$ cat src/design/lcka_pkg.sv
// ============================================================================
// lcka_pkg: shared types and constants for the linear color key alpha block
// Field widths, derived arithmetic widths, register indexes and the control
// bundle that travels down the pipeline next to each item.
// ============================================================================
package lcka_pkg;

    // Pixel and key channel width
    localparam int unsigned CHAN_W  = 8;
    // Configuration field widths
    localparam int unsigned TOL_W   = 12;
    localparam int unsigned SOFT_W  = 11;
    // Manhattan distance (0..765) and the distance in Q10.4
    localparam int unsigned DIST_W  = 10;
    localparam int unsigned DQ4_W   = DIST_W + 4;
    // Signed compare width covering distance, tolerance +/- softness
    localparam int unsigned CMP_W   = 15;
    // Ramp numerator (at most 2 * softness), divisor and scaled numerator
    localparam int unsigned NUM_W   = SOFT_W + 1;
    localparam int unsigned DEN_W   = SOFT_W + 1;
    localparam int unsigned PROD_W  = NUM_W + 8;
    // Alpha and quotient width; one divider step per quotient bit
    localparam int unsigned ALPHA_W = 8;
    localparam int unsigned DIV_STEPS = ALPHA_W;

    // Configuration port
    localparam int unsigned CFG_IDX_W  = 3;
    localparam int unsigned CFG_DATA_W = 12;

    typedef enum logic [CFG_IDX_W-1:0] {
        CFG_KEY_RED   = 3'd0,
        CFG_KEY_GREEN = 3'd1,
        CFG_KEY_BLUE  = 3'd2,
        CFG_TOLERANCE = 3'd3,
        CFG_SOFTNESS  = 3'd4
    } lcka_cfg_idx_t;

    // Register reset values
    localparam logic [CHAN_W-1:0] KEY_RED_RST   = 8'd0;
    localparam logic [CHAN_W-1:0] KEY_GREEN_RST = 8'd255;
    localparam logic [CHAN_W-1:0] KEY_BLUE_RST  = 8'd0;
    localparam logic [TOL_W-1:0]  TOL_RST       = 12'd480;
    localparam logic [SOFT_W-1:0] SOFT_RST      = 11'd160;

    localparam logic [ALPHA_W-1:0] ALPHA_MAX = 8'd255;

    // Per-item control carried alongside the data
    typedef struct packed {
        logic valid;
        logic zero;   // distance at or below the lower bound
        logic full;   // beyond the ramp, or no ramp at all
    } lcka_ctrl_t;

endpackage

$ cat src/design/linear_color_key_alpha.sv
// ============================================================================
// linear_color_key_alpha: chroma key alpha from Manhattan color distance
// Configuration registers, front pipeline, divider pipeline, output select.
// ============================================================================
// Takes one RGB pixel per clock and returns one alpha per pixel, in order,
// after four stages for distance, bounds and numerator,
// eight restoring divider stages (one quotient bit each) and the output
// register. busy is always low and done strobes for one cycle per item;
// results cannot be held off, so a new pixel may be started every cycle.
// Configuration writes are always taken (cfg_ready high) and must happen
// while no pixel is in flight.
module linear_color_key_alpha
    import lcka_pkg::*;
(
    input  logic                  clk,
    input  logic                  rst_n,
    input  logic                  start,
    output logic                  busy,
    input  logic [CHAN_W-1:0]     red_in,
    input  logic [CHAN_W-1:0]     green_in,
    input  logic [CHAN_W-1:0]     blue_in,
    output logic                  done,
    output logic [ALPHA_W-1:0]    alpha_out,
    input  logic                  cfg_valid,
    output logic                  cfg_ready,
    input  logic [CFG_IDX_W-1:0]  cfg_index,
    input  logic [CFG_DATA_W-1:0] cfg_data
);

    logic [CHAN_W-1:0]  key_red_reg, key_green_reg, key_blue_reg;
    logic [TOL_W-1:0]   tol_reg;
    logic [SOFT_W-1:0]  soft_reg;
    logic [DEN_W-1:0]   den;

    lcka_ctrl_t         ctrl_chain [DIV_STEPS+1];
    logic [PROD_W-1:0]  rem_chain  [DIV_STEPS+1];
    logic [ALPHA_W-1:0] quo_chain  [DIV_STEPS+1];

    lcka_ctrl_t         last_ctrl;
    logic               done_reg;
    logic [ALPHA_W-1:0] alpha_next, alpha_reg;

    assign busy      = 1'b0;
    assign cfg_ready = 1'b1;

    // Configuration registers
    always_ff @(posedge clk or negedge rst_n)
    begin
        if (!rst_n)
        begin
            key_red_reg   <= KEY_RED_RST;
            key_green_reg <= KEY_GREEN_RST;
            key_blue_reg  <= KEY_BLUE_RST;
            tol_reg       <= TOL_RST;
            soft_reg      <= SOFT_RST;
        end
        else if (cfg_valid && cfg_ready)
        begin
            unique case (cfg_index)
                CFG_KEY_RED:   key_red_reg   <= cfg_data[CHAN_W-1:0];
                CFG_KEY_GREEN: key_green_reg <= cfg_data[CHAN_W-1:0];
                CFG_KEY_BLUE:  key_blue_reg  <= cfg_data[CHAN_W-1:0];
                CFG_TOLERANCE: tol_reg       <= cfg_data[TOL_W-1:0];
                CFG_SOFTNESS:  soft_reg      <= cfg_data[SOFT_W-1:0];
                default: ;
            endcase
        end
    end

    // Ramp width: twice the softness
    assign den = {soft_reg, 1'b0};

    // Distance, classification, scaled numerator
    lcka_front u_front (
        .clk          (clk),
        .rst_n        (rst_n),
        .in_valid     (start && !busy),
        .red_in       (red_in),
        .green_in     (green_in),
        .blue_in      (blue_in),
        .key_red      (key_red_reg),
        .key_green    (key_green_reg),
        .key_blue     (key_blue_reg),
        .tolerance_q4 (tol_reg),
        .softness_q4  (soft_reg),
        .ctrl_out     (ctrl_chain[0]),
        .prod_out     (rem_chain[0])
    );

    assign quo_chain[0] = '0;

    // Restoring divider, quotient msb first; numerator < 256 * den on the ramp
    for (genvar i = 0; i < DIV_STEPS; i++)
    begin : g_div
        lcka_div_step #(
            .SHIFT (DIV_STEPS - 1 - i)
        ) u_step (
            .clk      (clk),
            .rst_n    (rst_n),
            .ctrl_in  (ctrl_chain[i]),
            .rem_in   (rem_chain[i]),
            .quo_in   (quo_chain[i]),
            .den      (den),
            .ctrl_out (ctrl_chain[i+1]),
            .rem_out  (rem_chain[i+1]),
            .quo_out  (quo_chain[i+1])
        );
    end

    // Output select
    assign last_ctrl = ctrl_chain[DIV_STEPS];

    always_comb
    begin
        if (last_ctrl.zero)
            alpha_next = '0;
        else if (last_ctrl.full)
            alpha_next = ALPHA_MAX;
        else
            alpha_next = quo_chain[DIV_STEPS];
    end

    always_ff @(posedge clk or negedge rst_n)
    begin
        if (!rst_n)
            done_reg <= 1'b0;
        else
            done_reg <= last_ctrl.valid;
    end

    always_ff @(posedge clk)
    begin
        alpha_reg <= alpha_next;
    end

    assign done      = done_reg;
    assign alpha_out = alpha_reg;

endmodule

$ cat src/design/lcka_front.sv
// ============================================================================
// lcka_front: distance, classification and ramp numerator
// Four register stages: channel differences, distance sum, compare against
// the ramp bounds, and the numerator scaled by 255.
// ============================================================================
module lcka_front
    import lcka_pkg::*;
(
    input  logic                clk,
    input  logic                rst_n,
    input  logic                in_valid,
    input  logic [CHAN_W-1:0]   red_in,
    input  logic [CHAN_W-1:0]   green_in,
    input  logic [CHAN_W-1:0]   blue_in,
    input  logic [CHAN_W-1:0]   key_red,
    input  logic [CHAN_W-1:0]   key_green,
    input  logic [CHAN_W-1:0]   key_blue,
    input  logic [TOL_W-1:0]    tolerance_q4,
    input  logic [SOFT_W-1:0]   softness_q4,
    output lcka_ctrl_t          ctrl_out,
    output logic [PROD_W-1:0]   prod_out
);

    logic [CHAN_W-1:0] dr_next, dg_next, db_next;
    logic [CHAN_W-1:0] dr_reg, dg_reg, db_reg;
    logic              v1_reg, v2_reg;
    logic [DQ4_W-1:0]  dq4_next, dq4_reg;
    logic signed [CMP_W-1:0] d_s, lo_s, hi_s, num_s;
    lcka_ctrl_t        c3_next, c3_reg, c4_reg;
    logic [NUM_W-1:0]  num_next, num_reg;
    logic [PROD_W-1:0] prod_next, prod_reg;

    // Stage 1: absolute channel differences
    always_comb
    begin
        dr_next = (red_in   > key_red)   ? red_in   - key_red   : key_red   - red_in;
        dg_next = (green_in > key_green) ? green_in - key_green : key_green - green_in;
        db_next = (blue_in  > key_blue)  ? blue_in  - key_blue  : key_blue  - blue_in;
    end

    // Stage 2: Manhattan distance, moved to Q10.4
    assign dq4_next = {DIST_W'(dr_reg) + DIST_W'(dg_reg) + DIST_W'(db_reg), 4'b0000};

    // Stage 3: compare against tolerance -/+ softness, form ramp numerator
    always_comb
    begin
        d_s   = signed'(CMP_W'(dq4_reg));
        lo_s  = signed'(CMP_W'(tolerance_q4)) - signed'(CMP_W'(softness_q4));
        hi_s  = signed'(CMP_W'(tolerance_q4)) + signed'(CMP_W'(softness_q4));
        num_s = d_s - lo_s;
        c3_next.valid = v2_reg;
        c3_next.zero  = (d_s <= lo_s);
        c3_next.full  = !(d_s <= lo_s) && ((softness_q4 == '0) || (d_s > hi_s));
        // only meaningful on the ramp, where it is at most 2 * softness
        num_next = num_s[NUM_W-1:0];
    end

    // Stage 4: numerator times 255
    assign prod_next = {num_reg, 8'b0} - PROD_W'(num_reg);

    // Valid bits and per-item control
    always_ff @(posedge clk or negedge rst_n)
    begin
        if (!rst_n)
        begin
            v1_reg <= 1'b0;
            v2_reg <= 1'b0;
            c3_reg <= '0;
            c4_reg <= '0;
        end
        else
        begin
            v1_reg <= in_valid;
            v2_reg <= v1_reg;
            c3_reg <= c3_next;
            c4_reg <= c3_reg;
        end
    end

    // Payload
    always_ff @(posedge clk)
    begin
        dr_reg   <= dr_next;
        dg_reg   <= dg_next;
        db_reg   <= db_next;
        dq4_reg  <= dq4_next;
        num_reg  <= num_next;
        prod_reg <= prod_next;
    end

    assign ctrl_out = c4_reg;
    assign prod_out = prod_reg;

endmodule

$ cat src/design/lcka_div_step.sv
// ============================================================================
// lcka_div_step: one registered step of the restoring ramp divider
// Tries to subtract the divisor shifted by SHIFT and shifts the result bit
// into the quotient, most significant bit first.
// ============================================================================
module lcka_div_step
    import lcka_pkg::*;
#(
    parameter int unsigned SHIFT = 7
)
(
    input  logic                clk,
    input  logic                rst_n,
    input  lcka_ctrl_t          ctrl_in,
    input  logic [PROD_W-1:0]   rem_in,
    input  logic [ALPHA_W-1:0]  quo_in,
    input  logic [DEN_W-1:0]    den,
    output lcka_ctrl_t          ctrl_out,
    output logic [PROD_W-1:0]   rem_out,
    output logic [ALPHA_W-1:0]  quo_out
);

    logic [PROD_W-1:0]  trial;
    logic               fits;
    logic [PROD_W-1:0]  rem_next, rem_reg;
    logic [ALPHA_W-1:0] quo_next, quo_reg;
    lcka_ctrl_t         ctrl_reg;

    // Compare and conditional subtract
    always_comb
    begin
        trial    = PROD_W'(den) << SHIFT;
        fits     = (rem_in >= trial);
        rem_next = fits ? rem_in - trial : rem_in;
        quo_next = {quo_in[ALPHA_W-2:0], fits};
    end

    always_ff @(posedge clk or negedge rst_n)
    begin
        if (!rst_n)
            ctrl_reg <= '0;
        else
            ctrl_reg <= ctrl_in;
    end

    always_ff @(posedge clk)
    begin
        rem_reg <= rem_next;
        quo_reg <= quo_next;
    end

    assign ctrl_out = ctrl_reg;
    assign rem_out  = rem_reg;
    assign quo_out  = quo_reg;

endmodule
$ cat config.mk
export PLATFORM = sky130hd
export DESIGN_NAME = linear_color_key_alpha
export DESIGN_NICKNAME = d
export VERILOG_FILES = /design/src/design/lcka_pkg.sv /design/src/design/linear_color_key_alpha.sv /design/src/design/lcka_front.sv /design/src/design/lcka_div_step.sv
export SDC_FILE = /design/constraint.sdc
export NUM_CORES = 1
export LEC_CHECK = 0
export ABC_CLOCK_PERIOD_IN_PS = 4500
export BUFFER_PORTS_ARGS = -buffer_cell sky130_fd_sc_hd__buf_4
export CAP_MARGIN = 40
export CORE_AREA = 5 5 185 187
export CTS_CLUSTER_DIAMETER = 120
export DETAILED_ROUTE_END_ITERATION = 10
export DIE_AREA = 0 0 190 192
export PLACE_DENSITY = 0.71
export SETUP_SLACK_MARGIN = 0.05
export SYNTH_ARGS = -nofsm -noshare
export SYNTH_HDL_FRONTEND = slang
export SYNTH_SLANG_ARGS = --single-unit
$ cat constraint.sdc
create_clock -name clk -period 4.5 [get_ports clk]
set_input_delay 1.35 -clock clk [delete_from_list [all_inputs] [get_ports clk]]
set_output_delay 1.35 -clock clk [all_outputs]
set_load 0.02 [all_outputs]
# --- Yosys cells after proc, flatten, opt, wreduce, memory -nomap -nowiden ---
# Index checks and enable logic that the tools add are counted.
op_classes:
  n_mux: 11
  eq_ne: 4
  n_reduce_logical: 10
  magnitude_cmp: 13
  addsub: 19
ops:
  columns: ["op", "count"]
  rows:
  - ["$mux 20", 7]
  - ["$sub 8x8->8", 6]
  - ["$mux 8", 4]
  - ["$gt 8x8->1", 3]
  - ["$ge 20x12->1", 1]
  - ["$ge 20x13->1", 1]
  - ["$ge 20x14->1", 1]
  - ["$ge 20x15->1", 1]
  - ["$ge 20x16->1", 1]
  - ["$ge 20x17->1", 1]
  - ["$ge 20x18->1", 1]
  - ["$ge 20x19->1", 1]
  - ["$sub 20x12->20", 1]
  - ["$sub 20x13->20", 1]
  - ["$sub 20x14->20", 1]
  - ["$sub 20x15->20", 1]
  - ["$sub 20x16->20", 1]
  - ["$sub 20x17->20", 1]
  - ["$sub 20x18->20", 1]
  - ["$sub 20x19->20", 1]
  - ["$le 15x13->1", 1]
  - ["$gt 14x13->1", 1]
  - ["$add 12x11->13", 1]
  - ["$sub 12x11->13", 1]
  - ["12 further kinds", 17]
totals:
  regBits: 330
  in_bits: 43
  out_inout_bits: 11

# --- Logic depth before layout (Yosys ltp) ---
depth:
  ltp_word: 4
  depth_mapped: 17

# --- Modules after synthesis ---
# From an unflattened synthesis, not the netlist that was laid out.
hier_totals:
  hier_cells: 2162
  hier_area_um2: 20948.8
modules_own_cells:
  columns: ["mod", "instances", "cells_per_inst", "area_per_inst_um2"]
  rows:
  - ["lcka_front", 1, 729, 6301.0]
  - ["linear_color_key_alpha", 1, 134, 2092.0]
  - ["lcka_div_step at g_div[4].u_step", 1, 158, 1641.6]
  - ["lcka_div_step at g_div[7].u_step", 1, 176, 1631.6]
  - ["lcka_div_step at g_div[3].u_step", 1, 168, 1610.3]
  - ["lcka_div_step at g_div[2].u_step", 1, 162, 1560.2]
  - ["lcka_div_step at g_div[1].u_step", 1, 166, 1540.2]
  - ["lcka_div_step at g_div[5].u_step", 1, 163, 1536.5]
  - ["lcka_div_step at g_div[6].u_step", 1, 162, 1526.5]
  - ["lcka_div_step at g_div[0].u_step", 1, 144, 1508.9]

# --- Least setup slack after synthesis ---
# Ideal clock, no wire load.
synth_timing:
  path_type: "register to register"
  startpoint: "reg soft_reg[1]"
  endpoint: "reg u_front.c3_reg[0] (netlist bit)"
  t_required_ns: 4.423
  setup_slack_ns: 0.398
  stages_incl_launch_ff: 17
  arrival_ns: 4.024
  period_less_slack_ns: 4.102
  setup_ns: 0.077
  path_buffers: 0
  cell_sequence: "dfrtp_1 > inv_1 > ha_1 > and3b_1 > o21ai_0 > a211oi_1 > a2111o_1 > a21o_1 > a21oi_1 > xnor2_1 > ha_1 > o21a_1 > o21a_1 > o41a_1 > a311oi_1 > mux2_2 > a21oi_1"
synth_lines:
  columns: ["element", "line", "text"]
  rows:
  - ["from (decl)", "linear_color_key_alpha.sv:32", "logic [SOFT_W-1:0] soft_reg;"]
  - ["from (signal assigned)", "linear_color_key_alpha.sv:64", "CFG_SOFTNESS: soft_reg <= cfg_data[SOFT_W-1:0];"]
  - ["to (signal assigned)", "lcka_front.sv:75", "c3_reg <= c3_next;"]
  - ["to (decl)", "lcka_front.sv:29", "lcka_ctrl_t c3_next, c3_reg, c4_reg;"]

==> impl_metrics.yaml <==
die:
  rows: 66
  core_um2: 32300
  dieHeight_um: 192
  start_util_pct: 54.1
  io_pins: 54
  die_w_um: 190
  die-area_um2: 36500
final_layout:
  fin_cells: 2364
  drive_gt1_share_pct: 10.6
  syn_to_final_growth_pct: 13.3
  fin_nets: 2151
  n_antenna_cell: 0
  num-fill-cells: 2686
  largest_register_ffs: 140
synth:
  synth_compound_area_share_pct: 15.5
  synthSimpleGateAreaFrac_pct: 14.3
  ys_ff_latch: 330
  seq_area_frac_synth_pct: 40.2
  syn-num-nets: 2080
  post_synth_main_area_contributors: "dfxtp_1 29%, ha_1 14%, dfrtp_1 9.5%, o21ai_0 4.0%, xnor2_1 4.0%"
  synth-main-ff-cell: "dfxtp_1"
  synthXorXnorAreaFrac_pct: 7.17
  yosys.cell_types.count: 73
  synth_area_per_cell_um2: 9.58
  syn-cell-area_um2: 17500
  synth_edf_count: 0
  yosys.area.top_type_share_pct: 28.7
  synth_top_family_by_area: "adder cells"
  ys_warn_count: 0
  async_flop_share_pct: 24.2
  yosysTopAreaCell: "dfxtp_1"
  syn_inst: 1823
  synth.area.mux_share_pct: 3.33
  yosys.area_share.adder_pct: 16.1
setup_path:
  cp_cell_sequence: "inv_1 > ha_1 > and3b_1 > o21ai_0 > a211oi_1 > a2111o_1 > a21o_1 > a21oi_1 > xnor2_1 > ha_1 > o21a_1 > o21a_1 > o41a_1 > a311oi_1 > mux2_2 > a21oi_1"
  start_kind: "register"
  path_class: "register to register"
  cp_max_fo: 9
  critPathSlowestCell: "ha_1"
  path_delay_family: "compound AO/OA/AOI/OAI gates"
  crit_arrival_ns: 4.47
  crit_buf_inv: 1
  cpPeakStageDelay_ns: 0.40
  required_ns: 4.94
  end_kind: "register"
sta:
  clock.fmax_mhz: 248
  finalCritPeriodShare_pct: 89.6
  tns_ns: 0
  tightest_slew_ns: 0.908
  finalSetupViolCount: 0
  rsz0062_at_grt: "false"
  slew_violations: 0
  slew_headroom_pct: 39.2
  finalCriticalPeriod_ns: 4.03
  finalHoldViolCount: 0
  finalClockSkew_ns: 0.0210
clock_tree:
  clockBufferDepth: 3
  cts_buffers: 36
  htreeDepth: 2
  cts_root_buf: "clkbuf_16"
  cts_setup_buffers: 0
  cts_resized: 0
  cts_tree: "yes"
  cts.sinks: 330
  ctsHoldBuffers: 0
  clk_pin_slew_ns: 0.06
  clock_latency_ns: 0.54
global_route:
  grt_util_all_layers_pct: 22.2
  grt_pass1_vias: 13000
  grt-ovfl-total: 0
  grt_pass1_wl_um: 65700
  antenna_found_initial: 1
  grt_max_degree: 61
hold_path:
  hp-class: "register to register"
placed_design:
  port_buffers: 51
  placed_cells: 2298
  gp_congestion: 0.897
  hpwl_um: 29900
routing:
  final_antenna_net_count: 0
  wire_per_inst_um: 16.9
  avgViaCountPerCell: 5.48
  drtPass1Iterations: 5
  first_iter_violations: 721
  drc: 0
  vias: 13000
  wl_um: 39900
power:
  leakagePower_nw: 8.67
  ir_drop_mv: 0.797
  power_density_nw_per_um2: 890
flow_run:
  drv_cap: 0
outcome:
  status: "completed"
path summary, 6_finish.rpt:
kind                                            start                         end  slack (ns)  cells past startpoint
hold / removal             g_div[4].u_step.quo_out[3]  g_div[5].u_step.quo_out[4]        0.32                      0
hold reg to reg            g_div[4].u_step.quo_out[3]  g_div[5].u_step.quo_out[4]        0.32                      0
min in group asynchronous                       rst_n              key_red_reg[5]        0.68                      1
setup reg to reg                          soft_reg[2]           u_front.c3_reg[0]        0.47                     16
setup / recovery                          soft_reg[2]           u_front.c3_reg[0]        0.47                     16
max in group asynchronous                       rst_n                  tol_reg[5]        2.97                      3
layout make-up:
class / count / area, µm² / share of cell area [%]
Multi-Input combinational cell: 1343 / 9860 / 49.9
Sequential cell: 330 / 7020 / 35.5
Clock buffer: 43 / 958 / 4.85
Timing Repair Buffer: 75 / 587 / 2.97
Tap cell: 442 / 553 / 2.80
Inverter: 108 / 405 / 2.05
Clock inverter: 23 / 384 / 1.94
cell usage in the layout, fill, tap and decap left out, types with 43 or more instances in the layout:
| master | n |
|---|---|
| dfxtp_1 | 250 |
| buf_4 | 73 |
| xor2_1 | 63 |
| nor2_1 | 137 |
| o21ai_0 | 140 |
| xnor2_1 | 80 |
| inv_1 | 108 |
| ha_1 | 197 |
| nand2_1 | 116 |
| nor3_1 | 43 |
| dfrtp_1 | 66 |
| a21oi_1 | 112 |
worst reg2reg max path, stage by stage, from the launching register on:
cell and delay [ns]:
dfrtp_1 0.37, inv_1 0.06, ha_1 0.40, and3b_1 0.26, o21ai_0 0.28, a211oi_1 0.14, a2111o_1 0.40, a21o_1 0.19
a21oi_1 0.17, xnor2_1 0.14, ha_1 0.28, o21a_1 0.18, o21a_1 0.16, o41a_1 0.10, a311oi_1 0.29, mux2_2 0.39
a21oi_1 0.13
cells in the mapped netlist (all sizes together) (4+ instances only):
library cell    n
a211o           4
o31a           13
xnor2          80
nand3          26
and2            5
mux2           33
o211ai          5
nand4          22
a21o           31
nor2b          40
nor4           23
o21a           33
a2111oi         4
or4            12
a211oi         17
or3             5
dfrtp          66
a21oi         113
a31oi           7
a21boi          6
o21ai         144
dfxtp         250
ha            197
and3            6
dfstp          14
mux2i          21
nor3           44
o21bai          7
or2             9
nand4b          6
clkbuf         30
o41ai           7
nand2         116
fa             17
nand3b          4
inv           108
nor2          137
nand2b         30
buf            12
o31ai          13
xor2           63
nor4b           5
where the power goes:
part	internal, mW	leakage [nW]	switching (mW)
clock	1.97	0.636	1.27
combinational	4.16	4.99	4.93
sequential	4.40	3.04	0.863
cells by family after synthesis:
family / after synthesis
mux: 54
other cells: 2
xor+xnor: 143
buf+inv: 150
compound gates: 430
simple gates: 500
fa+ha+maj: 214
flops: 330
routing by layer:
layer  global-route usage, %  routed length (µm)
met5                       0                   0
met1                    30.3               18800
met4                    7.32                1350
met2                    36.9               18100
met3                    2.69                1670
metrics by stage:
| step | util (%) | instance area [µm²] | setup slack [ns] | total power [mW] | hold WS [ns] |
|---|---|---|---|---|---|
| after floorplan | - | 17500 | 0.398 | 12.1 | 0.310 |
| after global placement | 56.9 | 18400 | 0.614 | 14.1 | 0.310 |
| after detailed placement | 57.1 | 18400 | 0.546 | 14.3 | 0.313 |
| after CTS | 61.2 | 19800 | 0.486 | 17.6 | 0.326 |
| after global routing | 61.2 | 19800 | 0.182 | 19.1 | 0.327 |
| final | 61.2 | 19800 | 0.467 | 17.6 | 0.323 |
(Power assumes the default switching activity.)
